===== src/hw/rtl/clsl_pkg.sv =====
// Shared types, token codes, character codes and keyword table for the source lexer.
package clsl_pkg;

    localparam int CH_W     = 8;
    localparam int KIND_W   = 6;
    localparam int LEN_W    = 8;
    localparam int START_W  = 32;
    localparam int KW_NUM   = 11;
    localparam int KW_CHARS = 8;
    localparam int KW_LEN_W = 4;

    // Input item: op selects character or end of input.
    typedef struct packed {
        logic            op;
        logic [CH_W-1:0] ch;
    } in_item_t;

    // Result item: one token.
    typedef struct packed {
        logic [KIND_W-1:0]  kind;
        logic [START_W-1:0] start_res;
        logic [LEN_W-1:0]   length;
        logic               last;
    } out_item_t;

    // Up to two tokens handed from the lexer core to the result queue.
    typedef struct packed {
        logic [1:0] count;
        out_item_t  tok0;
        out_item_t  tok1;
    } tok_push_t;

    localparam logic OP_CHAR = 1'b0;
    localparam logic OP_END  = 1'b1;

    localparam logic [KIND_W-1:0] KIND_END      = 6'd0;
    localparam logic [KIND_W-1:0] KIND_TEXT     = 6'd1;
    localparam logic [KIND_W-1:0] KIND_INT      = 6'd2;
    localparam logic [KIND_W-1:0] KIND_PLUS     = 6'd13;
    localparam logic [KIND_W-1:0] KIND_MINUS    = 6'd14;
    localparam logic [KIND_W-1:0] KIND_STAR     = 6'd15;
    localparam logic [KIND_W-1:0] KIND_SLASH    = 6'd16;
    localparam logic [KIND_W-1:0] KIND_PERCENT  = 6'd17;
    localparam logic [KIND_W-1:0] KIND_ASSIGN   = 6'd18;
    localparam logic [KIND_W-1:0] KIND_EQ       = 6'd19;
    localparam logic [KIND_W-1:0] KIND_NE       = 6'd20;
    localparam logic [KIND_W-1:0] KIND_LT       = 6'd21;
    localparam logic [KIND_W-1:0] KIND_GT       = 6'd22;
    localparam logic [KIND_W-1:0] KIND_LE       = 6'd23;
    localparam logic [KIND_W-1:0] KIND_GE       = 6'd24;
    localparam logic [KIND_W-1:0] KIND_LAND     = 6'd25;
    localparam logic [KIND_W-1:0] KIND_LOR      = 6'd26;
    localparam logic [KIND_W-1:0] KIND_AMP      = 6'd27;
    localparam logic [KIND_W-1:0] KIND_BAR      = 6'd28;
    localparam logic [KIND_W-1:0] KIND_INC      = 6'd29;
    localparam logic [KIND_W-1:0] KIND_DEC      = 6'd30;
    localparam logic [KIND_W-1:0] KIND_LBRACE   = 6'd31;
    localparam logic [KIND_W-1:0] KIND_RBRACE   = 6'd32;
    localparam logic [KIND_W-1:0] KIND_LPAREN   = 6'd33;
    localparam logic [KIND_W-1:0] KIND_RPAREN   = 6'd34;
    localparam logic [KIND_W-1:0] KIND_LBRACK   = 6'd35;
    localparam logic [KIND_W-1:0] KIND_RBRACK   = 6'd36;
    localparam logic [KIND_W-1:0] KIND_SEMI     = 6'd37;
    localparam logic [KIND_W-1:0] KIND_ERROR    = 6'd38;

    localparam logic [CH_W-1:0] CH_PLUS    = 8'h2B;
    localparam logic [CH_W-1:0] CH_MINUS   = 8'h2D;
    localparam logic [CH_W-1:0] CH_STAR    = 8'h2A;
    localparam logic [CH_W-1:0] CH_SLASH   = 8'h2F;
    localparam logic [CH_W-1:0] CH_PERCENT = 8'h25;
    localparam logic [CH_W-1:0] CH_EQ      = 8'h3D;
    localparam logic [CH_W-1:0] CH_LT      = 8'h3C;
    localparam logic [CH_W-1:0] CH_GT      = 8'h3E;
    localparam logic [CH_W-1:0] CH_AMP     = 8'h26;
    localparam logic [CH_W-1:0] CH_BAR     = 8'h7C;
    localparam logic [CH_W-1:0] CH_LBRACE  = 8'h7B;
    localparam logic [CH_W-1:0] CH_RBRACE  = 8'h7D;
    localparam logic [CH_W-1:0] CH_LPAREN  = 8'h28;
    localparam logic [CH_W-1:0] CH_RPAREN  = 8'h29;
    localparam logic [CH_W-1:0] CH_LBRACK  = 8'h5B;
    localparam logic [CH_W-1:0] CH_RBRACK  = 8'h5D;
    localparam logic [CH_W-1:0] CH_SEMI    = 8'h3B;
    localparam logic [CH_W-1:0] CH_BANG    = 8'h21;
    localparam logic [CH_W-1:0] CH_SPACE   = 8'h20;
    localparam logic [CH_W-1:0] CH_TAB     = 8'h09;
    localparam logic [CH_W-1:0] CH_LF      = 8'h0A;
    localparam logic [CH_W-1:0] CH_VT      = 8'h0B;
    localparam logic [CH_W-1:0] CH_FF      = 8'h0C;
    localparam logic [CH_W-1:0] CH_CR      = 8'h0D;

    // Keyword spellings, first character in the low byte, zero padded.
    // Entry k gives token kind KIND_INT + k.
    localparam logic [KW_NUM-1:0][KW_CHARS*CH_W-1:0] KW_TEXT = {
        64'h0000006B61657262,   // break
        64'h65756E69746E6F63,   // continue
        64'h0000000000006F64,   // do
        64'h000000656C696877,   // while
        64'h0000000000726F66,   // for
        64'h0000000065736C65,   // else
        64'h0000000000006669,   // if
        64'h0000000064696F76,   // void
        64'h0000000072616863,   // char
        64'h0000656C62756F64,   // double
        64'h0000000000746E69    // int
    };

    localparam logic [KW_NUM-1:0][KW_LEN_W-1:0] KW_LEN = {
        4'd5, 4'd8, 4'd2, 4'd5, 4'd3, 4'd4, 4'd2, 4'd4, 4'd4, 4'd6, 4'd3
    };

    function automatic logic is_space(input logic [CH_W-1:0] c);
        return (c == CH_SPACE) || (c == CH_TAB) || (c == CH_LF) ||
               (c == CH_VT) || (c == CH_FF) || (c == CH_CR);
    endfunction

    // Token of a stop character alone; KIND_END for any other byte.
    function automatic logic [KIND_W-1:0] single_kind(input logic [CH_W-1:0] c);
        logic [KIND_W-1:0] k;
        unique case (c)
            CH_PLUS:    k = KIND_PLUS;
            CH_MINUS:   k = KIND_MINUS;
            CH_STAR:    k = KIND_STAR;
            CH_SLASH:   k = KIND_SLASH;
            CH_PERCENT: k = KIND_PERCENT;
            CH_EQ:      k = KIND_ASSIGN;
            CH_LT:      k = KIND_LT;
            CH_GT:      k = KIND_GT;
            CH_AMP:     k = KIND_AMP;
            CH_BAR:     k = KIND_BAR;
            CH_LBRACE:  k = KIND_LBRACE;
            CH_RBRACE:  k = KIND_RBRACE;
            CH_LPAREN:  k = KIND_LPAREN;
            CH_RPAREN:  k = KIND_RPAREN;
            CH_LBRACK:  k = KIND_LBRACK;
            CH_RBRACK:  k = KIND_RBRACK;
            CH_SEMI:    k = KIND_SEMI;
            CH_BANG:    k = KIND_ERROR;
            default:    k = KIND_END;
        endcase
        return k;
    endfunction

    function automatic logic can_pair(input logic [CH_W-1:0] c);
        return (c == CH_EQ) || (c == CH_BANG) || (c == CH_LT) || (c == CH_GT) ||
               (c == CH_PLUS) || (c == CH_MINUS) || (c == CH_AMP) || (c == CH_BAR);
    endfunction

    // Joined two-character operator; KIND_END when the pair does not join.
    function automatic logic [KIND_W-1:0] pair_kind(input logic [CH_W-1:0] p,
                                                    input logic [CH_W-1:0] c);
        logic [KIND_W-1:0] k;
        k = KIND_END;
        priority if (c == CH_EQ && p == CH_EQ)   k = KIND_EQ;
        else if (c == CH_EQ && p == CH_BANG)     k = KIND_NE;
        else if (c == CH_EQ && p == CH_LT)       k = KIND_LE;
        else if (c == CH_EQ && p == CH_GT)       k = KIND_GE;
        else if (c == p && p == CH_AMP)          k = KIND_LAND;
        else if (c == p && p == CH_BAR)          k = KIND_LOR;
        else if (c == p && p == CH_PLUS)         k = KIND_INC;
        else if (c == p && p == CH_MINUS)        k = KIND_DEC;
        else                                     k = KIND_END;
        return k;
    endfunction

endpackage


===== src/hw/rtl/c_like_source_lexer.sv =====
// An item is registered in the core input register; its tokens are written into the token queue and read on m_.
// Throughput: one item per cycle while the four-entry token queue has two free entries; the
//   single result port drains the queue one token at a time, so two-token items can stall the input.
// Reset (aresetn low, synchronous): position, word, pending operator and queue clear;
//   the keyword character buffer is not reset and is only read once written.
module c_like_source_lexer #(
    parameter int POS_BITS = 32
) (
    input  logic                aclk,
    input  logic                aresetn,
    input  logic                s_valid,
    output logic                s_ready,
    input  clsl_pkg::in_item_t  s_item,
    output logic                m_valid,
    input  logic                m_ready,
    output clsl_pkg::out_item_t m_item
);

    // Core to queue: token bundle and back-pressure.
    clsl_pkg::tok_push_t push;
    logic                space_ok;

    // Core holds the input item register plus the lexer state (word length and
    // start, first eight word bytes for keyword compare, pending operator, byte
    // position). One registered item is resolved per cycle into zero, one or two
    // tokens; the core stalls while the queue has fewer than two free entries.
    clsl_core #(
        .POS_BITS (POS_BITS)
    ) u_core (
        .aclk     (aclk),
        .aresetn  (aresetn),
        .s_valid  (s_valid),
        .s_ready  (s_ready),
        .s_item   (s_item),
        .space_ok (space_ok),
        .push     (push)
    );

    // Queue decouples the two sides so new items keep coming in while a token
    // waits on m_ready, and serializes two-token items onto the single port.
    clsl_outq u_outq (
        .aclk     (aclk),
        .aresetn  (aresetn),
        .push     (push),
        .space_ok (space_ok),
        .m_valid  (m_valid),
        .m_ready  (m_ready),
        .m_item   (m_item)
    );

endmodule


===== src/hw/rtl/clsl_kw_match.sv =====
// Parallel keyword compare of the buffered word against the keyword table.
module clsl_kw_match (
    input  logic [clsl_pkg::KW_CHARS-1:0][clsl_pkg::CH_W-1:0] word_chars,
    input  logic [clsl_pkg::LEN_W-1:0]                        word_len,
    output logic [clsl_pkg::KIND_W-1:0]                       kind
);

    logic [clsl_pkg::KW_NUM-1:0] hit;

    // Only characters below the word length are compared; the rest may be stale.
    always_comb begin
        kind = clsl_pkg::KIND_TEXT;
        for (int k = 0; k < clsl_pkg::KW_NUM; k++) begin
            hit[k] = (word_len == clsl_pkg::LEN_W'(clsl_pkg::KW_LEN[k]));
            for (int i = 0; i < clsl_pkg::KW_CHARS; i++) begin
                if (clsl_pkg::KW_LEN_W'(i) < clsl_pkg::KW_LEN[k] &&
                    word_chars[i] != clsl_pkg::KW_TEXT[k][clsl_pkg::CH_W*i +: clsl_pkg::CH_W]) begin
                    hit[k] = 1'b0;
                end
            end
        end
        for (int k = 0; k < clsl_pkg::KW_NUM; k++) begin
            if (hit[k]) begin
                kind = clsl_pkg::KIND_W'(clsl_pkg::KIND_INT + clsl_pkg::KIND_W'(k));
            end
        end
    end

endmodule


===== src/hw/rtl/clsl_core.sv =====
// Lexer core: input register, word and operator state, token build for one item.
module clsl_core #(
    parameter int POS_BITS = 32
) (
    input  logic                aclk,
    input  logic                aresetn,
    input  logic                s_valid,
    output logic                s_ready,
    input  clsl_pkg::in_item_t  s_item,
    input  logic                space_ok,
    output clsl_pkg::tok_push_t push
);

    localparam int IDX_W = $clog2(clsl_pkg::KW_CHARS);

    logic                                              in_valid_reg, in_valid_next;
    clsl_pkg::in_item_t                                in_item_reg;
    logic [clsl_pkg::LEN_W-1:0]                        word_len_reg, word_len_next;
    logic [POS_BITS-1:0]                               word_start_reg, word_start_next;
    logic [POS_BITS-1:0]                               pos_reg, pos_next;
    logic [clsl_pkg::CH_W-1:0]                         pend_op_reg, pend_op_next;
    logic                                              pend_valid_reg, pend_valid_next;
    logic [clsl_pkg::KW_CHARS-1:0][clsl_pkg::CH_W-1:0] word_chars_reg;

    logic                         fire;
    logic                         chars_we;
    logic                         word_open;
    logic [POS_BITS-1:0]          pos_prev;
    logic [clsl_pkg::KIND_W-1:0]  kw_kind;
    logic [clsl_pkg::KIND_W-1:0]  ch_kind;
    logic [clsl_pkg::KIND_W-1:0]  pk;
    logic                         joined;
    clsl_pkg::out_item_t          flush_tok;
    logic                         flush_v;
    clsl_pkg::out_item_t          first_tok, second_tok;
    logic                         first_v, second_v;

    function automatic clsl_pkg::out_item_t make_tok(
        input logic [clsl_pkg::KIND_W-1:0]  kind,
        input logic [clsl_pkg::START_W-1:0] start,
        input logic [clsl_pkg::LEN_W-1:0]   len
    );
        clsl_pkg::out_item_t t;
        t.kind      = kind;
        t.start_res = start;
        t.length    = len;
        t.last      = 1'b0;
        return t;
    endfunction

    clsl_kw_match u_kw_match (
        .word_chars (word_chars_reg),
        .word_len   (word_len_reg),
        .kind       (kw_kind)
    );

    assign fire    = in_valid_reg && space_ok;
    assign s_ready = !in_valid_reg || space_ok;

    always_comb begin
        if (s_valid && s_ready) begin
            in_valid_next = 1'b1;
        end else if (fire) begin
            in_valid_next = 1'b0;
        end else begin
            in_valid_next = in_valid_reg;
        end
    end

    assign word_open = (word_len_reg != '0);
    assign pos_prev  = pos_reg - POS_BITS'(1);
    assign ch_kind   = clsl_pkg::single_kind(in_item_reg.ch);
    assign pk        = clsl_pkg::pair_kind(pend_op_reg, in_item_reg.ch);
    assign joined    = pend_valid_reg && (pk != clsl_pkg::KIND_END);
    assign flush_v   = word_open || pend_valid_reg;

    // A word and a pending operator are never open together.
    assign flush_tok = word_open
        ? make_tok(kw_kind, clsl_pkg::START_W'(word_start_reg), word_len_reg)
        : make_tok(clsl_pkg::single_kind(pend_op_reg), clsl_pkg::START_W'(pos_prev),
                   clsl_pkg::LEN_W'(1));

    always_comb begin
        first_v         = 1'b0;
        first_tok       = flush_tok;
        second_v        = 1'b0;
        second_tok      = make_tok(ch_kind, clsl_pkg::START_W'(pos_reg), clsl_pkg::LEN_W'(1));
        word_len_next   = word_len_reg;
        word_start_next = word_start_reg;
        pos_next        = pos_reg;
        pend_op_next    = pend_op_reg;
        pend_valid_next = pend_valid_reg;
        chars_we        = 1'b0;

        if (in_item_reg.op == clsl_pkg::OP_END) begin
            first_v         = flush_v;
            second_v        = 1'b1;
            second_tok      = make_tok(clsl_pkg::KIND_END, clsl_pkg::START_W'(pos_reg), '0);
            word_len_next   = '0;
            pend_valid_next = 1'b0;
        end else begin
            pos_next = pos_reg + POS_BITS'(1);
            if (clsl_pkg::is_space(in_item_reg.ch)) begin
                first_v         = flush_v;
                word_len_next   = '0;
                pend_valid_next = 1'b0;
            end else if (ch_kind != clsl_pkg::KIND_END) begin
                word_len_next = '0;
                if (joined) begin
                    first_v         = 1'b1;
                    first_tok       = make_tok(pk, clsl_pkg::START_W'(pos_prev),
                                               clsl_pkg::LEN_W'(2));
                    pend_valid_next = 1'b0;
                end else begin
                    first_v = flush_v;
                    if (clsl_pkg::can_pair(in_item_reg.ch)) begin
                        pend_valid_next = 1'b1;
                        pend_op_next    = in_item_reg.ch;
                    end else begin
                        second_v        = 1'b1;
                        pend_valid_next = 1'b0;
                    end
                end
            end else begin
                // word byte: a pending operator goes out alone first
                first_v         = pend_valid_reg;
                pend_valid_next = 1'b0;
                if (!word_open) begin
                    word_start_next = pos_reg;
                end
                chars_we = (word_len_reg < clsl_pkg::LEN_W'(clsl_pkg::KW_CHARS));
                if (word_len_reg != '1) begin
                    word_len_next = word_len_reg + clsl_pkg::LEN_W'(1);
                end
            end
        end
    end

    always_comb begin
        push.tok0      = first_v ? first_tok : second_tok;
        push.tok0.last = !(first_v && second_v);
        push.tok1      = second_tok;
        push.tok1.last = 1'b1;
        push.count     = fire ? (2'(first_v) + 2'(second_v)) : 2'd0;
    end

    always_ff @(posedge aclk) begin
        if (!aresetn) begin
            in_valid_reg   <= 1'b0;
            word_len_reg   <= '0;
            word_start_reg <= '0;
            pos_reg        <= '0;
            pend_op_reg    <= '0;
            pend_valid_reg <= 1'b0;
        end else begin
            in_valid_reg <= in_valid_next;
            if (fire) begin
                word_len_reg   <= word_len_next;
                word_start_reg <= word_start_next;
                pos_reg        <= pos_next;
                pend_op_reg    <= pend_op_next;
                pend_valid_reg <= pend_valid_next;
            end
        end
    end

    always_ff @(posedge aclk) begin
        if (s_valid && s_ready) begin
            in_item_reg <= s_item;
        end
        if (fire && chars_we) begin
            word_chars_reg[word_len_reg[IDX_W-1:0]] <= in_item_reg.ch;
        end
    end

endmodule


===== src/hw/rtl/clsl_outq.sv =====
// Four-entry result queue: takes up to two tokens a cycle while space_ok, sends one a cycle while m_ready.
module clsl_outq (
    input  logic                aclk,
    input  logic                aresetn,
    input  clsl_pkg::tok_push_t push,
    output logic                space_ok,
    output logic                m_valid,
    input  logic                m_ready,
    output clsl_pkg::out_item_t m_item
);

    localparam int DEPTH = 4;
    localparam int PTR_W = $clog2(DEPTH);
    localparam int CNT_W = $clog2(DEPTH + 1);

    clsl_pkg::out_item_t  entries_reg [DEPTH];
    logic [PTR_W-1:0]     head_reg, head_next;
    logic [PTR_W-1:0]     tail_reg, tail_next;
    logic [CNT_W-1:0]     count_reg, count_next;
    logic                 pop;

    assign m_valid  = (count_reg != '0);
    assign m_item   = entries_reg[head_reg];
    assign pop      = m_valid && m_ready;
    assign space_ok = (count_reg <= CNT_W'(DEPTH - 2));

    assign head_next  = pop ? head_reg + PTR_W'(1) : head_reg;
    assign tail_next  = tail_reg + PTR_W'(push.count);
    assign count_next = count_reg + CNT_W'(push.count) - CNT_W'(pop);

    always_ff @(posedge aclk) begin
        if (!aresetn) begin
            head_reg  <= '0;
            tail_reg  <= '0;
            count_reg <= '0;
        end else begin
            head_reg  <= head_next;
            tail_reg  <= tail_next;
            count_reg <= count_next;
        end
    end

    always_ff @(posedge aclk) begin
        if (push.count != 2'd0) begin
            entries_reg[tail_reg] <= push.tok0;
        end
        if (push.count == 2'd2) begin
            entries_reg[tail_reg + PTR_W'(1)] <= push.tok1;
        end
    end

endmodule


===== config.mk =====
export PLATFORM = sky130hd
export DESIGN_NAME = c_like_source_lexer
export DESIGN_NICKNAME = d
export VERILOG_FILES = /design/src/hw/rtl/clsl_pkg.sv /design/src/hw/rtl/c_like_source_lexer.sv /design/src/hw/rtl/clsl_kw_match.sv /design/src/hw/rtl/clsl_core.sv /design/src/hw/rtl/clsl_outq.sv
export SDC_FILE = /design/constraint.sdc
export NUM_CORES = 1
export LEC_CHECK = 0
export BUFFER_PORTS_ARGS = -buffer_cell sky130_fd_sc_hd__buf_2
export CAP_MARGIN = 10
export CORE_MARGIN = 2
export CORE_UTILIZATION = 29
export CTS_CLUSTER_SIZE = 8
export DETAILED_ROUTE_END_ITERATION = 8
export PLACE_DENSITY = 0.43
export SETUP_SLACK_MARGIN = 0.2
export SLEW_MARGIN = 20
export SYNTH_ARGS = -nofsm -noshare
export SYNTH_HDL_FRONTEND = slang
export SYNTH_HIERARCHICAL = 1
export SYNTH_SLANG_ARGS = --single-unit

===== constraint.sdc =====
create_clock -name aclk -period 7.7 [get_ports aclk]
set_input_delay 1.54 -clock aclk [delete_from_list [all_inputs] [get_ports aclk]]
set_output_delay 1.54 -clock aclk [all_outputs]
set_load 0.005 [all_outputs]

## Word level (Yosys, flattened, before mapping)

Memory sizes are Yosys's and may differ from the RTL's. A register that Yosys moved wholly into a read port is not among the register bits.
Index checks and enable logic that the tools add are counted.

- Register bits: 162
- Memory bits (writable): 188
- Input port bits: 13
- Output and inout bits: 49
- Word-level logic and storage cells: 275
- Memories kept: 1

Memory list:

| name | depth | bits a word | rd ports | clocked after Yosys merged registers in | wr ports | RTL line | source |
|---|---|---|---|---|---|---|---|
| u_outq.entries_reg | 4 | 47 | 1 | 1 | 2 | clsl_outq.sv:16 | `clsl_pkg::out_item_t entries_reg [DEPTH];` |

- Add/subtract/negate cells: 9
- $lt $le $gt $ge: 4
- Equal/unequal tests: 88
- Muxes and demuxes: 107
- Bitwise operators: 5
- Reductions and logical operators: 42

Operator list:

| operator | count |
|---|---|
| $mux W47 | 7 |
| $ne A8 B7 Y1 const B | 37 |
| $eq A8 B6 Y1 const B | 27 |
| $pmux W6 S18 | 2 |
| $mux W6 | 17 |
| $eq A8 B7 Y1 const B | 10 |
| $mux W1 | 69 |
| $bwmux W64 | 1 |
| $eq A8 B4 Y1 const B | 6 |
| $mux W8 | 5 |
| $add A32 B1 Y32 const B | 1 |
| $sub A32 B1 Y32 const B | 1 |
| $demux W8 S3 | 1 |
| $eq A8 B3 Y1 const B | 3 |
| $eq A8 B2 Y1 const B | 2 |
| $logic_and A1 B1 Y1 | 15 |
| $logic_or A1 B1 Y1 | 14 |
| $reduce_bool A6 Y1 | 2 |
| $add A8 B1 Y8 const B | 1 |
| $eq A8 B8 Y1 | 1 |
| $lt A8 B4 Y1 const B | 1 |
| $mux W2 | 4 |
| $ne A8 B8 Y1 const B | 1 |
| $reduce_bool A8 Y1 | 1 |
| other kinds (18) | 26 |

## Logic depth before layout (Yosys ltp)

Gate-level depths: netlist of run 1.

- Depth after elaboration: 23
- Depth in mapped cells: 21
- Depth with buffers taken out: 16

## Hierarchy

Netlist of run 1, hierarchy kept.

By module, submodules not included:

| module | instances | cells an instance | area each (um^2) | seq. area each (um^2) |
|---|---|---|---|---|
| clsl_outq | 1 | 503 | 9636.7 | 5825.6 |
| clsl_core | 1 | 926 | 8869.8 | 3833.7 |
| clsl_kw_match | 1 | 100 | 769.5 | 0.0 |

## Least setup slack after synthesis of run 1

Ideal clock, no wire load.

- Path type: reg-to-reg
- From: register u_core/in_item_reg[0] in the netlist's numbering
- To: memory u_outq/entries_reg[0][0] in the netlist's numbering, enable pin
- Setup time: 0.517 ns
- Arrival time: 6.273 ns
- Data required time: 7.183 ns
- Setup slack: 0.910 ns
- Stages on the path, launching flop included: 14
- Path buffers: 2
- Clock period less this slack: 6.790 ns
- Cells stage by stage: edfxtp_1 clkbuf_1 and4b_1 nor3b_1 a211o_1 nor4_2 a21oi_2 nor2_1 inv_2 buf_2 ha_1 and3_1 o21bai_1 o21ai_0

RTL lines:

| what | RTL line | source |
|---|---|---|
| from (decl) | clsl_core.sv:17 | `clsl_pkg::in_item_t in_item_reg;` |
| from (signal assigned) | clsl_core.sv:169 | `in_item_reg <= s_item;` |
| to (decl) | clsl_outq.sv:16 |  |

==> impl_metrics.py, run 1 <==
metrics = {
    "die": {
        "die-height_um": 261.8,
        "design.die.area_um2": 68550,
        "rows": 94,
        "die_width_um": 261.8,
        "io_pins": 62,
        "coreArea_um2": 65750,
        "initial_core_util": 0.2932,
    },
    "routing": {
        "routed_wl_um": 53350,
        "via_per_inst": 5.086,
        "wl_per_cell_um": 21.75,
        "drt.antenna.violating_nets": 0,
        "drtIter0Drc": 882,
        "drc_errors": 0,
        "first_pass_iters": 5,
        "vias": 12475,
    },
    "clock_tree": {
        "cts_buffers": 50,
        "cts_tree": "done",
        "postCtsHoldBufs": 0,
        "h-tree-depth": 2,
        "clk_latency_ps": 580,
        "cts_root_buffer": "clkbuf_16",
        "cts.repair.resized": 0,
        "clockBufferDepth": 3,
        "cts.sinks": 352,
        "clk_pin_slew_ps": 60,
        "cts_setup_buffers": 0,
    },
    "layout": {
        "syn2layout_area_growth_pct": 12.57,
        "nFillCells": 6555,
        "nets": 1571,
        "multiInputGateArea_um2": 8910,
        "fin_util": 0.3300,
        "largest_reg_flops": 188,
        "seq_area_um2": 9664,
        "drive_gt1_frac": 0.2204,
    },
    "pwr": {
        "p_sw_uw": 1321,
        "power.static_leakage_uw": 0.007950,
        "swShare": 0.2633,
        "intPower_uw": 3695,
        "ir_drop_mv": 0.1506,
        "clockPowerShare": 0.410,
        "pwr-share-comb": 0.158,
        "power.density_nw_per_um2": 231.2,
        "power_frac_seq": 0.432,
    },
    "timing": {
        "worst_pin_slew_ps": 1054,
        "slew_headroom": 0.2976,
        "setup_ws_ps": 2167,
        "period_minus_slack_ps": 5533,
        "whs_ps": 479.0,
        "rsz0062_at_grt": "no",
        "fin_skew_ps": 20.89,
        "slew_viol_final": 0,
        "final.period_utilization": 0.7185,
        "max_freq_mhz": 180.7,
        "finalHoldViolations": 0,
        "setup_violations": 0,
        "tns_ps": 0,
    },
    "worst_hold_path": {
        "hold_class": "register to register",
        "hp-start": "u_outq/head_reg[1]$_SDFFE_PN0P_",
    },
    "synth": {
        "synthCells": 1529,
        "ys.flop_type": "edfxtp_1",
        "ys_types": 89,
        "ys_seq_area_frac": 0.5011,
        "syn_area_um2": 19280,
        "synth_top_area_cell": "edfxtp_1",
        "synth.most_common_cell": "edfxtp_1",
        "synth_common_cells": "edfxtp_1 (261), mux2_2 (100), dfxtp_1 (91)",
        "ys.warnings.count": 6,
        "synth_edf_count": 261,
        "async_reset_ff_frac": 0,
        "synth_area_per_cell_um2": 12.61,
        "post-synth-top-area-fraction": 0.4066,
        "synthTopCellsByArea": "edfxtp_1 (41%), dfxtp_1 (9.5%), mux2_2 (5.8%), mux4_2 (5.5%), mux2_1 (4.2%)",
        "synth-seq-cells": 352,
    },
    "critical_path": {
        "worstPathRequired_ps": 8030,
        "critPathCaptureType": "register",
        "critPathKind": "register to register",
        "cp_max_fo": 40,
        "regToRegStartpoint": "u_core/in_item_reg[5]$_DFFE_PP_",
        "crit_start": "u_core/in_item_reg[5]$_DFFE_PP_",
        "crit_path_start_kind": "register",
        "crit_arrival_ps": 5860,
    },
    "global_routing": {
        "grt_overflow": 0,
        "grt_pass1_wl_um": 81550,
        "antenna_found_initial": 0,
        "grt_pass1_vias": 12808,
        "grt_usage": 0.1566,
        "grt_max_degree": 89,
    },
    "flow_run": {
        "max_cap_viol_count": 0,
    },
    "placed_design": {
        "gp_congestion": 0.8171,
        "io_buffers": 61,
        "pre_cts_ws_ps": 2146,
        "hpwl_um": 33910,
    },
    "outcome": {
        "outcome": "finished clean",
    },
}
-- layout make-up --
cell class	count	share of cell area
diodes	1	0.0001153
flip-flops and latches	352	0.4454
inverters	24	0.004152
well taps	864	0.04982
clock buffers	87	0.06406
repair buffers	87	0.02364
multi-input cells	1033	0.4106
clock inverters	5	0.002191
-- cells by family (layout without fill, tap and decap cells) --
logic type / count (synthesis) / count (layout) / share of synthesized area
and+or+nand+nor: 480 / 480 / 0.1526
DFF: 352 / 352 / 0.5011
muxes: 319 / 319 / 0.2128
AOI/OAI and AO/OA: 166 / 166 / 0.06225
buffers and inverters: 151 / 203 / 0.04057
xor gates and xnor gates: 48 / 48 / 0.02324
adders and majority gates: 10 / 10 / 0.006881
other: 3 / 11 / 0.0005841
-- through the flow --
stage | power [uW] | cells | instance area (um^2)
6_report | 5016 | 2453 | 21700
5_1_grt | 5246 | 2452 | 21700
3_5_place_dp | 3026 | 2360 | 20260
2_1_floorplan | 2726 | 1536 | 19300
4_1_cts | 5115 | 2452 | 21700
3_3_place_gp | 3021 | 2360 | 20260
-- worst paths after layout --
| check | end | slack [ps] | cells after the start |
|---|---|---|---|
| setup / recovery | u_outq/entries_reg[1][13]$_DFFE_PP_ | 2170 | 14 |
| hold / removal | register | 480 | 2 |
| setup reg to reg | u_outq/entries_reg[1][13]$_DFFE_PP_ | 2170 | 14 |
| hold reg to reg | register | 480 | 2 |
-- critical path, cell delays in order, from the launching register on --
cell      delay (ps)
edfxtp_1         870
nor4b_4          570
o21ai_1          170
a21oi_1          260
nor4_2           100
a21oi_2          140
buf_4            380
nor2_2            80
inv_2            300
ha_1             210
inv_1             80
nor2_1           390
nor4b_4          590
buf_4            680
mux2_2           410
-- per-layer routing --
layer / track usage / wire (um)
met1: 0.2050 / 23970
met2: 0.2664 / 25860
met3: 0.02508 / 2240
met4: 0.04561 / 1284
met5: 0 / 0
-- power by group through the flow --
stage               clock [uW]  sequential, uW  combinational [uW]
floorplan                    0            2170                 553
finish                    2060            2170                 791
detailed placement           0            2210                 819
global route              2200            2180                 872
CTS                       2120            2170                 822
global placement             0            2200                 816
-- cell usage in the layout (no fill, tap or decap), types with 13 or more instances in the layout --
cell type	netlist	final
mux4_2	47	47
nand4_1	32	32
nand2_1	59	59
edfxtp_1	261	261
nor3_1	37	37
and3_1	19	19
o2bb2ai_1	25	25
nand2b_1	13	13
clkbuf_16	0	50
a21oi_1	20	20
mux2i_1	79	79
dfxtp_1	91	89
nor2b_1	57	57
nor2_1	70	67
mux2_1	72	72
buf_2	34	61
clkbuf_1	57	37
and2_1	40	40
o21ai_0	23	22
nor4_1	20	20
inv_1	23	23
o22ai_1	28	28
mux2_2	100	100
nand3_1	24	24
buf_4	14	25
xnor2_1	38	38
mux2_4	21	21
No activity file was read; power rests on OpenSTA's default activity.
==> inputs of run 2 (changes only) <==
clock period = 5.7 ns   (was 7.7 ns; I/O delays follow)
==> impl_metrics.py, run 2 (synthesis results as in run 1) <==
metrics = {
    "clock_tree": {
        "postCtsHoldBufs": 0,
        "cts.repair.resized": 0,
        "cts.sinks": 352,
        "cts_buffers": 50,
        "cts_tree": "done",
        "h-tree-depth": 2,
        "clockBufferDepth": 3,
        "clk_latency_ps": 600,
        "cts_setup_buffers": 0,
        "cts_root_buffer": "clkbuf_16",
        "clk_pin_slew_ps": 50,
    },
    "routing": {
        "via_per_inst": 5.106,
        "wl_per_cell_um": 21.56,
        "drtIter0Drc": 690,
        "vias": 12526,
        "drc_errors": 0,
        "drt.antenna.violating_nets": 0,
        "routed_wl_um": 52890,
        "first_pass_iters": 5,
    },
    "placed_design": {
        "gp_congestion": 0.8114,
        "place_inst": 2361,
        "io_buffers": 61,
        "hpwl_um": 33170,
    },
    "worst_hold_path": {
        "hp-start": "u_outq/head_reg[1]$_SDFFE_PN0P_",
        "min_path_cells": 2,
        "hold_class": "register to register",
    },
    "critical_path": {
        "cp_max_fo": 27,
        "crit_arrival_ps": 5020,
        "crit_chain": "buf_4 -> and4b_1 -> nor3b_1 -> a211o_1 -> nor4_2 -> a21oi_2 -> nor2_2 -> inv_2 -> ha_1 -> and3_1 -> o21bai_1 -> o21bai_4 -> buf_12",
        "worst-path-buf-inv": 3,
        "reg2reg_depth": 13,
        "worstPathRequired_ps": 5960,
        "crit_path_start_kind": "register",
        "cp_slowest_cell": "o21bai_4",
        "critPathCaptureType": "register",
        "regToRegStartpoint": "u_core/in_item_reg[1]$_DFFE_PP_",
        "critPathTopFamily": "compound AO/OA/AOI/OAI gates",
        "critPathKind": "register to register",
        "max_stage_delay_ps": 880,
        "rr_endpoint": "u_outq/entries_reg[2][40]$_DFFE_PP_",
        "reg2reg_slack_ps": 950,
    },
    "timing": {
        "fin_skew_ps": 37.25,
        "setup_violations": 0,
        "whs_ps": 472.0,
        "rsz0062_at_grt": "no",
        "max_freq_mhz": 210.3,
        "finalHoldViolations": 0,
        "worst_pin_slew_ps": 1083,
        "slew_viol_final": 0,
        "period_minus_slack_ps": 4755,
        "final.period_utilization": 0.8342,
        "tns_ps": 0,
        "slew_headroom": 0.2761,
    },
    "pwr": {
        "power.density_nw_per_um2": 311.0,
        "power.static_leakage_uw": 0.008014,
        "ir_drop_mv": 0.1848,
        "totalPowerFinal_uw": 6804,
    },
    "layout": {
        "antenna_cells": 0,
        "drive_gt1_frac": 0.2234,
        "nets": 1572,
        "largest_reg_flops": 188,
        "nFillCells": 6484,
        "final_cell_mix": "edfxtp_1 (261), mux2_2 (100), dfxtp_1 (89), mux2i_1 (79), mux2_1 (72)",
        "syn2layout_area_growth_pct": 13.48,
        "final-instance-count-excl-fill": 2453,
        "final_common_cell": "edfxtp_1",
        "fin_util": 0.3327,
    },
    "global_routing": {
        "gr-usage-met1": 0.2043,
        "grt_pass1_wl_um": 81060,
        "antenna_found_initial": 1,
        "use_met2": 0.2627,
        "grt_max_degree": 80,
        "grt_usage": 0.1548,
        "gr-usage-met3": 0.02228,
        "grt_overflow": 0,
        "busiest_layer": "met2",
        "grt_pass1_vias": 12859,
    },
    "die": {
        "die_width_um": 261.8,
        "io_pins": 62,
        "initial_core_util": 0.2932,
        "design.die.area_um2": 68550,
        "rows": 94,
        "die-height_um": 261.8,
        "coreArea_um2": 65750,
    },
    "flow_run": {
        "max_cap_viol_count": 0,
    },
    "outcome": {
        "outcome": "finished clean",
    },
}
run 2: cell types whose count changed in the layout (fill, tap and decap cells not counted):
cell	delta
a21oi_2	-1
a21oi_4	+1
buf_12	+9
buf_4	-8
clkbuf_16	+1
clkbuf_8	+1
clkinv_1	-3
clkinv_16	+1
diode_2	-1
inv_16	-1
inv_6	+1
nor3_1	-1
nor3_2	+1
run 2: how the worst max path moves through the flow:
| stage | cells after the start | end | startpoint |
|---|---|---|---|
| after floorplan | 13 | u_outq/entries_reg[1][0]$_DFFE_PP_ | u_core/in_item_reg[0]$_DFFE_PP_ |
| after global placement | 13 | u_outq/entries_reg[2][27]$_DFFE_PP_ | u_core/in_item_reg[1]$_DFFE_PP_ |
| after detailed placement | 13 | u_outq/entries_reg[2][27]$_DFFE_PP_ | u_core/in_item_reg[1]$_DFFE_PP_ |
| after CTS | 13 | u_outq/entries_reg[2][44]$_DFFE_PP_ | u_core/in_item_reg[1]$_DFFE_PP_ |
| after global routing | 13 | u_outq/entries_reg[2][40]$_DFFE_PP_ | u_core/in_item_reg[7]$_DFFE_PP_ |
| final | 13 | u_outq/entries_reg[2][40]$_DFFE_PP_ | u_core/in_item_reg[1]$_DFFE_PP_ |
run 2: cell type report:
class	instances	area [um^2]	share of cell area
Tap cell	864	1081	0.04942
Timing Repair Buffer	88	633.1	0.02894
Sequential cell	352	9664	0.4418
Multi-Input combinational cell	1033	8922	0.4079
Clock inverter	3	55.05	0.002517
Clock buffer	89	1429	0.06532
Inverter	24	90.09	0.004118
run 2: report_power, final:
group	total, uW	internal [uW]	switching, uW
clock	2810	1680	1130
combinational	1010	500	506
sequential	2980	2850	133
run 2: layer usage:
| metal | part of all wire | up-vias |
|---|---|---|
| met5 | 0 | - |
| met4 | 0.025 | 0 |
| met3 | 0.034 | 78 |
| met2 | 0.49 | 222 |
| met1 | 0.45 | 6323 |
| li1 | - | 5903 |
run 2: through the flow:
stage                     worst slack [ps]  area (um^2)
after detailed placement             918.7        20390
after global placement               965.6        20390
after CTS                            900.9        21870
after global routing                 545.8        21870
final                                945.1        21870
after floorplan                      321.3        19310
run 2: worst register-to-register path, delay by kind of cell, from the launching register on:
family / cells / cell delay, ps
compound gates: 4 / 1590
simple gates: 5 / 1390
buf+inv: 3 / 640
flops: 1 / 560
fa+ha+maj: 1 / 260
==> inputs of run 3 (changes only) <==
clock period = 4.75 ns   (was 5.7 ns; I/O delays follow)
==> impl_metrics.py, run 3 (synthesis results as in run 1) <==
metrics = {
    "layout": {
        "syn2layout_area_growth_pct": 13.86,
        "final_cell_mix": "edfxtp_1 (261), mux2_2 (100), dfxtp_1 (89), mux2i_1 (79), mux2_1 (72)",
        "nets": 1592,
        "largest_reg_flops": 188,
        "final_common_cell": "edfxtp_1",
        "fin_util": 0.3338,
        "drive_gt1_frac": 0.2311,
        "antenna_cells": 0,
    },
    "timing": {
        "finalHoldViolations": 0,
        "fin_skew_ps": 31.84,
        "final.period_utilization": 0.8763,
        "worst_pin_slew_ps": 920.5,
        "slew_viol_final": 0,
        "setup_ws_ps": 587.7,
        "rsz0062_at_grt": "no",
        "period_minus_slack_ps": 4162,
        "slew_headroom": 0.3864,
        "setup_violations": 0,
        "max_freq_mhz": 240.2,
        "tns_ps": 0,
    },
    "pwr": {
        "power_frac_seq": 0.438,
        "power.static_leakage_uw": 0.008087,
        "intPower_uw": 6007,
        "swShare": 0.2604,
        "power.density_nw_per_um2": 370.0,
        "pwr-share-comb": 0.154,
        "clockPowerShare": 0.408,
        "p_sw_uw": 2115,
        "ir_drop_mv": 0.2201,
    },
    "routing": {
        "routed.top_layer": "met4",
        "drtIter0Drc": 750,
        "drt.antenna.violating_nets": 0,
        "first_pass_iters": 5,
        "via_per_inst": 5.069,
        "wl_per_cell_um": 21.47,
        "drc_errors": 0,
        "met3WireLength_um": 1826,
        "wl_met1_um": 24000,
        "vias": 12541,
        "routed_wl_um": 53110,
        "wl_met2_um": 25720,
    },
    "global_routing": {
        "grt_usage": 0.1562,
        "grt_overflow": 0,
        "grt_pass1_wl_um": 81560,
        "grt_pass1_vias": 13077,
        "grt_max_degree": 52,
        "antenna_found_initial": 1,
    },
    "placed_design": {
        "io_buffers": 61,
        "gp_congestion": 0.8364,
        "pre_cts_ws_ps": 570.1,
        "hpwl_um": 34000,
    },
    "clock_tree": {
        "postCtsHoldBufs": 0,
        "clk_latency_ps": 590,
        "clk_pin_slew_ps": 50,
        "cts_buffers": 50,
        "cts.repair.resized": 0,
        "clockBufferDepth": 3,
        "h-tree-depth": 2,
        "cts.sinks": 352,
        "cts_setup_buffers": 0,
        "cts_tree": "done",
        "cts_root_buffer": "clkbuf_16",
    },
    "critical_path": {
        "critPathKind": "register to register",
        "cp_max_fo": 24,
        "critPathCaptureType": "register",
        "crit_path_start_kind": "register",
        "worstPathRequired_ps": 5080,
        "crit_arrival_ps": 4490,
    },
    "die": {
        "coreArea_um2": 65750,
        "die_width_um": 261.8,
        "die-height_um": 261.8,
        "rows": 94,
        "design.die.area_um2": 68550,
        "initial_core_util": 0.2932,
        "io_pins": 62,
    },
    "outcome": {
        "outcome": "finished clean",
    },
    "worst_hold_path": {
        "hold_class": "register to register",
    },
    "flow_run": {
        "max_cap_viol_count": 0,
    },
}
==> run 3: final timing paths <==
check                                              to  slack [ps]  cells after the start                             from
setup / recovery  u_outq/entries_reg[2][19]$_DFFE_PP_         590                     13  u_core/in_item_reg[1]$_DFFE_PP_
hold / removal        u_outq/head_reg[1]$_SDFFE_PN0P_         480                      2  u_outq/head_reg[1]$_SDFFE_PN0P_
setup reg to reg  u_outq/entries_reg[2][19]$_DFFE_PP_         590                     13  u_core/in_item_reg[1]$_DFFE_PP_
hold reg to reg       u_outq/head_reg[1]$_SDFFE_PN0P_         480                      2  u_outq/head_reg[1]$_SDFFE_PN0P_
==> run 3: metal layers <==
metal,vias to the layer above,global-route usage
li1,5932,-
met1,6270,0.2040
met2,245,0.2658
met3,94,0.02064
met4,0,0.05398
met5,-,0
==> run 3: layout make-up <==
type,count,area [um^2]
fillers,6494,43800
flip-flops and latches,352,9664
repair buffers,108,758.2
clock buffers,89,1398
clock inverters,4,47.55
well taps,864,1081
inverters,24,90.09
multi-input cells,1033,8910
==> run 3: through the flow <==
step	hold WS [ps]	cell area (um^2)	cells	total power [uW]
global route	506.4	21950	2474	8497
CTS	494.1	21950	2474	8300
floorplan	448.9	19310	1536	4416
detailed placement	483.0	20500	2381	4914
global placement	460.1	20500	2381	4907
finish	483.4	21950	2474	8122
==> run 3: power by group through the flow <==
stage / clock (uW) / combinational [uW] / sequential, uW
after floorplan: 0 / 897 / 3520
after global placement: 0 / 1280 / 3630
after detailed placement: 0 / 1280 / 3630
after CTS: 3440 / 1290 / 3570
after global routing: 3540 / 1370 / 3580
final: 3310 / 1250 / 3560
==> run 3: worst max-delay path: stages, from the launching register on <==
cell      delay [ps]
edfxtp_1         540
buf_4            250
nand2b_1         180
nor4_1            80
a211o_1          300
nor4_2           460
a21oi_2          130
nor2_2           130
inv_2             50
ha_1             280
and3_1           280
and4bb_2         410
buf_4            410
mux2_2           380
